File: config.mk
export PLATFORM = sky130hd
export DESIGN_NAME = ffba_seq
export DESIGN_NICKNAME = d
export VERILOG_FILES = /design/src/rtl/core/ffba_pkg.sv /design/src/rtl/core/ffba_seq.sv
export SDC_FILE = /design/constraint.sdc
export NUM_CORES = 1
export LEC_CHECK = 0
export BUFFER_PORTS_ARGS = -buffer_cell sky130_fd_sc_hd__buf_2
export CORE_MARGIN = 2
export CORE_UTILIZATION = 56
export DETAILED_ROUTE_END_ITERATION = 7
export PLACE_DENSITY_LB_ADDON = 0.25
export SYNTH_ARGS = -nofsm -noshare
export SYNTH_HDL_FRONTEND = slang
export SYNTH_SLANG_ARGS = --single-unit
export TNS_END_PERCENT = 10
File: constraint.sdc
create_clock -name clk -period 4.3 [get_ports clk]
set_input_delay 0 -clock clk [delete_from_list [all_inputs] [get_ports clk]]
set_output_delay 0 -clock clk [all_outputs]
set_load 0.03 [all_outputs]
File: src/rtl/core/ffba_pkg.sv
// Shared types, codes and the control store for the first-fit block allocator.
// No dependencies; imported by ffba_seq, ffba_dp and first_fit_block_allocator.
package ffba_pkg;

  // Microprogram step addresses.
  typedef logic [4:0] step_t;
  localparam step_t U_CLR   = 5'd1;
  localparam step_t U_CHK   = 5'd2;
  localparam step_t U_IDLE  = 5'd3;
  localparam step_t U_KIND  = 5'd4;
  localparam step_t U_A0    = 5'd5;
  localparam step_t U_WALK  = 5'd6;
  localparam step_t U_W2    = 5'd7;
  localparam step_t U_SCAN  = 5'd8;
  localparam step_t U_S1    = 5'd9;
  localparam step_t U_S2    = 5'd10;
  localparam step_t U_HIT   = 5'd11;
  localparam step_t U_JMP   = 5'd12;
  localparam step_t U_PLACE = 5'd13;
  localparam step_t U_FAIL  = 5'd14;
  localparam step_t U_F0    = 5'd15;
  localparam step_t U_F1    = 5'd16;
  localparam step_t U_F2    = 5'd17;
  localparam step_t U_DONE  = 5'd18;
  localparam step_t U_RET   = 5'd19;

  // Request kind and register index codes.
  localparam logic KIND_FREE  = 1'b1;
  localparam logic REG_ENABLE = 1'b0;
  localparam logic REG_WORDS  = 1'b1;

  typedef enum logic [3:0] {
    C_ALWAYS,
    C_CLR_PEND,
    C_CLR_MORE,
    C_NO_TAKE,
    C_KIND_FREE,
    C_ALLOC_BAD,
    C_FREE_BAD,
    C_POS_END,
    C_MARK,
    C_NOMARK,
    C_FIT,
    C_Q_END,
    C_OUT_BUSY
  } cond_t;

  typedef enum logic [1:0] {P_HOLD, P_ZERO, P_SKIP, P_FROM_Q} pos_op_t;
  typedef enum logic [1:0] {Q_HOLD, Q_POS, Q_INC_CLEAR} q_op_t;
  typedef enum logic [1:0] {R_NONE, R_POS, R_Q, R_H} rd_op_t;
  typedef enum logic [1:0] {W_NONE, W_PLACE, W_FREE, W_CLR} wr_op_t;
  typedef enum logic [1:0] {RS_HOLD, RS_ALLOC, RS_FREE, RS_FAIL} res_op_t;

  typedef struct packed {
    cond_t   cond;
    step_t   target;
    pos_op_t pos_op;
    q_op_t   q_op;
    rd_op_t  rd_op;
    wr_op_t  wr_op;
    res_op_t res_op;
    logic    take;
    logic    out_load;
  } ucode_t;

  typedef struct packed {
    logic clr_pend;
    logic clr_more;
    logic no_take;
    logic kind_free;
    logic alloc_bad;
    logic free_bad;
    logic pos_end;
    logic mark;
    logic fit;
    logic q_end;
    logic out_busy;
  } status_t;

  typedef struct packed {
    logic        heap_enabled;
    logic [10:0] heap_words;
  } cfg_t;

  function automatic ucode_t uw(input cond_t c, input step_t t, input pos_op_t p,
                                input q_op_t q, input rd_op_t r, input wr_op_t w,
                                input res_op_t s, input logic tk, input logic ld);
    ucode_t u;
    u.cond     = c;
    u.target   = t;
    u.pos_op   = p;
    u.q_op     = q;
    u.rd_op    = r;
    u.wr_op    = w;
    u.res_op   = s;
    u.take     = tk;
    u.out_load = ld;
    return u;
  endfunction

  // Control store. A step jumps to target when its condition holds, else falls through.
  function automatic ucode_t ucode_rom(input step_t a);
    ucode_t u;
    unique case (a)
      U_CLR:   u = uw(C_CLR_MORE,  U_CLR,   P_HOLD,   Q_HOLD,      R_NONE, W_CLR,
                      RS_HOLD,  1'b0, 1'b0);
      U_CHK:   u = uw(C_CLR_PEND,  U_CLR,   P_HOLD,   Q_HOLD,      R_NONE, W_NONE,
                      RS_HOLD,  1'b0, 1'b0);
      U_IDLE:  u = uw(C_NO_TAKE,   U_CHK,   P_HOLD,   Q_HOLD,      R_NONE, W_NONE,
                      RS_HOLD,  1'b1, 1'b0);
      U_KIND:  u = uw(C_KIND_FREE, U_F0,    P_HOLD,   Q_HOLD,      R_NONE, W_NONE,
                      RS_HOLD,  1'b0, 1'b0);
      U_A0:    u = uw(C_ALLOC_BAD, U_FAIL,  P_ZERO,   Q_HOLD,      R_NONE, W_NONE,
                      RS_HOLD,  1'b0, 1'b0);
      U_WALK:  u = uw(C_POS_END,   U_FAIL,  P_HOLD,   Q_HOLD,      R_POS,  W_NONE,
                      RS_HOLD,  1'b0, 1'b0);
      U_W2:    u = uw(C_MARK,      U_JMP,   P_HOLD,   Q_POS,       R_NONE, W_NONE,
                      RS_HOLD,  1'b0, 1'b0);
      U_SCAN:  u = uw(C_FIT,       U_PLACE, P_HOLD,   Q_HOLD,      R_NONE, W_NONE,
                      RS_HOLD,  1'b0, 1'b0);
      U_S1:    u = uw(C_Q_END,     U_FAIL,  P_HOLD,   Q_HOLD,      R_Q,    W_NONE,
                      RS_HOLD,  1'b0, 1'b0);
      U_S2:    u = uw(C_NOMARK,    U_SCAN,  P_HOLD,   Q_INC_CLEAR, R_NONE, W_NONE,
                      RS_HOLD,  1'b0, 1'b0);
      U_HIT:   u = uw(C_ALWAYS,    U_WALK,  P_FROM_Q, Q_HOLD,      R_NONE, W_NONE,
                      RS_HOLD,  1'b0, 1'b0);
      U_JMP:   u = uw(C_ALWAYS,    U_WALK,  P_SKIP,   Q_HOLD,      R_NONE, W_NONE,
                      RS_HOLD,  1'b0, 1'b0);
      U_PLACE: u = uw(C_ALWAYS,    U_DONE,  P_HOLD,   Q_HOLD,      R_NONE, W_PLACE,
                      RS_ALLOC, 1'b0, 1'b0);
      U_FAIL:  u = uw(C_ALWAYS,    U_DONE,  P_HOLD,   Q_HOLD,      R_NONE, W_NONE,
                      RS_FAIL,  1'b0, 1'b0);
      U_F0:    u = uw(C_FREE_BAD,  U_FAIL,  P_HOLD,   Q_HOLD,      R_H,    W_NONE,
                      RS_HOLD,  1'b0, 1'b0);
      U_F1:    u = uw(C_NOMARK,    U_FAIL,  P_HOLD,   Q_HOLD,      R_NONE, W_NONE,
                      RS_HOLD,  1'b0, 1'b0);
      U_F2:    u = uw(C_ALWAYS,    U_DONE,  P_HOLD,   Q_HOLD,      R_NONE, W_FREE,
                      RS_FREE,  1'b0, 1'b0);
      // wait here until the output register is free, then back to idle
      U_DONE:  u = uw(C_OUT_BUSY,  U_DONE,  P_HOLD,   Q_HOLD,      R_NONE, W_NONE,
                      RS_HOLD,  1'b0, 1'b1);
      U_RET:   u = uw(C_ALWAYS,    U_CHK,   P_HOLD,   Q_HOLD,      R_NONE, W_NONE,
                      RS_HOLD,  1'b0, 1'b0);
      default: u = uw(C_ALWAYS,    U_CHK,   P_HOLD,   Q_HOLD,      R_NONE, W_NONE,
                      RS_HOLD,  1'b0, 1'b0);
    endcase
    return u;
  endfunction

endpackage

File: src/rtl/core/ffba_seq.sv
// Microcode sequencer: step counter, control store lookup and branch select.
// Depends on ffba_pkg.
module ffba_seq (
  input  logic              clk,
  input  logic              rst,
  input  ffba_pkg::status_t st,
  output ffba_pkg::ucode_t  uc
);
  import ffba_pkg::*;

  step_t upc, upc_next;
  logic  taken;

  always_comb uc = ucode_rom(upc);

  always_comb begin
    case (uc.cond)
      C_ALWAYS:    taken = 1'b1;
      C_CLR_PEND:  taken = st.clr_pend;
      C_CLR_MORE:  taken = st.clr_more;
      C_NO_TAKE:   taken = st.no_take;
      C_KIND_FREE: taken = st.kind_free;
      C_ALLOC_BAD: taken = st.alloc_bad;
      C_FREE_BAD:  taken = st.free_bad;
      C_POS_END:   taken = st.pos_end;
      C_MARK:      taken = st.mark;
      C_NOMARK:    taken = !st.mark;
      C_FIT:       taken = st.fit;
      C_Q_END:     taken = st.q_end;
      C_OUT_BUSY:  taken = st.out_busy;
      default:     taken = 1'b0;
    endcase
  end

  always_comb upc_next = taken ? uc.target : upc + 5'd1;

  always_ff @(posedge clk) begin
    if (rst) begin
      upc <= U_CHK;
    end else begin
      upc <= upc_next;
    end
  end

endmodule

**Word-level counts from Yosys, hierarchy flattened**

Memories as Yosys holds them, arrays and structs flattened. A register that Yosys moved wholly into a read port is not among the register bits.
Index checks and enable logic that the tools add are counted.

- Bits in registers: 5
- Memory bits (read-only): 672
- Bits of input ports: 13
- Output and inout bits: 21
- Word-level logic and storage cells: 20
- Memories kept: 1

- Add/subtract/negate cells: 1
- Equality and inequality tests: 12
- Mux-type cells: 3
- Reductions and logical operators: 2

Memories:

| memory | words | bits a word | read ports | clocked after Yosys merged registers in | write ports | line | RTL |
|---|---|---|---|---|---|---|---|
| (name not given) | 32 | 21 | 1 | 1 | 0 | ffba_pkg.sv:104 | `unique case (a)` |

Operators by type and width:

| cell | number |
|---|---|
| equality test 4 bit (second input constant) | 5 |
| equality test 4 x 3 -> 1 bit (second input constant) | 4 |
| one-hot mux 1 bit (13 select lines) | 1 |
| 2-to-1 mux 5 bit | 2 |
| equality test 4 x 2 -> 1 bit (second input constant) | 2 |
| adder 5 x 1 -> 5 bit (second input constant) | 1 |
| equality test 4 x 1 -> 1 bit (second input constant) | 1 |
| zero test 4 bit | 1 |
| zero test 1 bit | 1 |

**Depth between registers and ports, before layout**

- Depth in word-level cells: 4
- Mapped depth: 13
- Gate-level depth less buffers: 11

**Worst setup path before layout**

Ideal clock, no wire load.

- Kind: register to register
- Start point: reg, netlist name uc[17]
- End point: reg, netlist name uc[13]
- Library setup time: 122 ps
- Arrival time: 2,677 ps
- Data required time: 4,178 ps
- Setup slack: 1,501 ps
- Stages on the path, launching flop included: 14
- Path buffers: 2
- Period minus slack after synthesis: 2,799 ps
- Cells stage by stage: dfxtp_1 > buf_4 > nand3b_1 > a21oi_2 > nor4_4 > and2_4 > buf_6 > nand2b_1 > a21oi_1 > inv_1 > ha_1 > inv_1 > mux2i_1 > o32a_1

- Longest elaborated chain between the ends: 4
- Elaborated cells between the ends (all ways): 16
- Classes of those cells: 12 x eq/ne; 3 x mux; 1 x reduce/logical

Ends and longest elaborated chain:

| what | line | RTL |
|---|---|---|
| equality test 4 bit, or another cell as far along | ffba_seq.sv:17 | `case (uc.cond)` |
| one-hot mux 1 bit (13 select lines) * | ffba_seq.sv:17 |  |
| 2-to-1 mux 5 bit * | ffba_seq.sv:35 | `always_comb upc_next = taken ? uc.target : upc + 5'd1;` |
| 2-to-1 mux 5 bit (no source line) * | n/a |  |

Every way passes the cells marked *; elsewhere a longest branch is shown, timed or not.
A chain may end at the register's enable or synchronous reset.

**Worst setup path after layout**

- Start point: reg, netlist name uc[17]
- End point: reg, netlist name uc[20]

- Longest elaborated chain between the ends: 4
- Elaborated cells between the ends (all ways): 16
- Classes of those cells: 12 x eq/ne; 3 x mux; 1 x reduce/logical

Ends and longest elaborated chain:

| what | line |
|---|---|
| equality test 4 bit, or another cell as far along | ffba_seq.sv:17 |
| one-hot mux 1 bit (13 select lines) * | ffba_seq.sv:17 |
| 2-to-1 mux 5 bit * | ffba_seq.sv:35 |
| 2-to-1 mux 5 bit (no source line) * | n/a |

Marked as above.

==> impl_results.md <==
- Pins Over Slew Limit: 0
- Initial Util: 60.0%
- Avg WL per Cell: 14.7 µm
- Crit end category: register
- PD cells: 934 nW/µm²
- Startpoint class of the critical path: register
- Critical Path AT: 3420 ps
- Reg2Reg Depth: 8
- Routed Antenna Nets: 0
- Vias in the first global route: 1089
- Clock Latency Late Sink: 310 ps
- Most common library cells after synthesis: dfxtp_1 (26), nand2_1 (18), a21oi_1 (13), nand3_1 (8)
- RSZ-0062 raised after global routing: no
- Die ar.: 2820 µm²
- TritonRoute pass-1 iters: 4
- Total CTS buffers: 3
- Leading post-synthesis cells by cell area: dfxtp_1 (38%), ha_1 (6.5%), nand2_1 (5.0%), a21oi_1 (4.8%), nand3_1 (3.0%)
- Area grow syn2layout: 14.7%
- Slew headroom: 49.5%
- DR iter-0 viols: 63
- Reg2reg end: uc[20]
- Sw power: 0.725 mW
- Num rows: 17
- Worst-margin pin slew: 752 ps
- LEAKAGE: 0.714 nW
- Clock Tree Buf Depth: 2
- RR Startpoint: uc[17]
- Hold depth: 6
- Syn Nets: 175
- Seq/Total Area, Yosys: 38.5%
- Design Area, Final: 1550 µm²
- Async SR Flop Fraction: 0%
- Yosys warning count: 0
- Yosys top cell by area: dfxtp_1
- Placed Cells: 207
- Setup violations, final: 0
- HP Class: input pin to register
- Status: finished clean
- Final Skew: 7.16 ps
- End of the worst hold path: upc[1]
- Setup TNS: 0 ps
- Final Util: 68.8%
- Vias after detailed routing: 1241
- Total clock sinks: 26
- Kind of critical path: register to register
- # IOs: 34
- Final worst slack: 1110 ps
- # port buffers: 33
- Comb pwr share: 60.9%
- DRC errors left: 0
- GPL Wtd Cong: 0.970
- FMAX: 313 MHz
- Root buffer cell: clkbuf_4
- First-pass GRT wire length: 4850 µm
- Area fraction of the dominant cell type after synthesis: 38.5%
- Detailed Place HPWL: 2260 µm
- Total power: 1.45 mW
- Min-delay src: st[7]
- Pint: 0.725 mW
- H-tree lvl count: 1
- Sw Ratio: 50.0%
- Die width: 53.1 µm
- Total global-route track usage: 23.1%
- FF-to-FF setup slack: 1110 ps
- Nets@finish: 205
- Layout cells sized above 1: 23.9%
- Sequential power share: 27.7%
- Max FO, Critical Path: 11
- Period utilization: 74.2%
- Dominant synthesized flop cell: dfxtp_1
- Average size of a mapped cell: 8.73 µm²
- Worst endpoint required time: 4530 ps
- Die height: 53.1 µm
- EDFF count, synth: 0
- Largest net degree at the start of global routing: 16
- Clock share of power: 11.3%
- Clk slew on worst S/H paths: 140 ps
- Placed inst area: 1490 µm²
- Syn Inst Count: 155
- Worst VDD drop: 561 µV
- Synth Register Bits: 26
- Number of distinct library cells after synthesis: 44
- Core Box Area: 2250 µm²
- Initial antenna violation count: 0
- CTS tree: done
- Vias per cell: 5.85
- Antenna cells: 0
- Max Cap Violations: 0
- Hold Vio Cnt, Final: 0
- WHS: 326 ps
- WL final: 3110 µm
- Fin cells: 212
- Total gr overflow: 0
- Fillers: 189
- Placement Setup Slack: 1200 ps
- Final min period: 3190 ps
- Post-Syn Area: 1350 µm²
- Most common cell in the synthesized netlist: dfxtp_1
how the worst max path moves through the flow:
stage	startpoint	endpoint	slack (ps)	cells past startpoint
after floorplan	uc[17]	uc[13]	1500	13
after global placement	uc[17]	uc[20]	1160	8
after detailed placement	uc[17]	uc[20]	1200	8
after CTS	uc[17]	uc[20]	1170	8
after global routing	uc[17]	uc[20]	970	8
final	uc[17]	uc[20]	1110	8
worst max-delay path, cell delays in order (launching register included):
cell	delay, ps
dfxtp_1	520
or3b_1	400
a21oi_2	200
nor4_4	90
and2_4	200
o21ai_1	600
inv_1	380
or4_1	610
o221ai_1	110
power by group through the flow:
stage / sequential (mW) / clock [mW] / combinational (mW)
2_1_floorplan: 0.506 / 0 / 0.602
3_3_place_gp: 0.401 / 0 / 0.850
3_5_place_dp: 0.404 / 0 / 0.863
4_1_cts: 0.400 / 0.165 / 0.867
5_1_grt: 0.410 / 0.176 / 0.959
6_report: 0.402 / 0.164 / 0.883
logic make-up after synthesis:
group / Yosys count / synth area share [%]
DFF: 26 / 38.5
buffers and inverters: 17 / 6.94
AOI/OAI and AO/OA: 36 / 17.1
and+or+nand+nor: 62 / 26.2
adders and majority gates: 7 / 6.48
muxes: 3 / 2.22
xor gates and xnor gates: 4 / 2.59
layout make-up:
cell class	instances	area (µm²)	area share (%)
inverters	8	30.0	1.94
multi-input cells	112	738	47.6
flip-flops and latches	26	520	33.5
clock buffers	3	22.5	1.45
well taps	28	35.0	2.26
clock inverters	1	30.0	1.94
repair buffers	34	175	11.3
routing by layer:
metal  global-route usage, %  vias to the layer above  share of wire [%]
li1                        -                      612                  -
met1                    28.9                      557                 44
met2                    40.8                       66                 46
met3                    2.82                        6                8.6
met4                    7.26                        0                1.5
met5                       0                        -                  0
placed cells by master (no fill, tap or decap), types with 5 or more instances in the layout:
cell type / instances
nand3b_1: 5
nand3_1: 8
nor2_1: 7
inv_1: 6
a21oi_1: 13
dfxtp_1: 26
ha_1: 7
buf_2: 33
nand2_1: 18
what timing repair did:
action,in CTS,in global routing
endpoints found under the setup margin,0,0
resized for setup,0,0
setup buffers,0,0
endpoints found under the hold margin,3,0
hold buffers,1,0
registers in the layout, indices dropped and copies added, names as in the netlist:
name / count
upc: 5
uc: 21
Note: power is estimated with default switching activity, not from simulation.
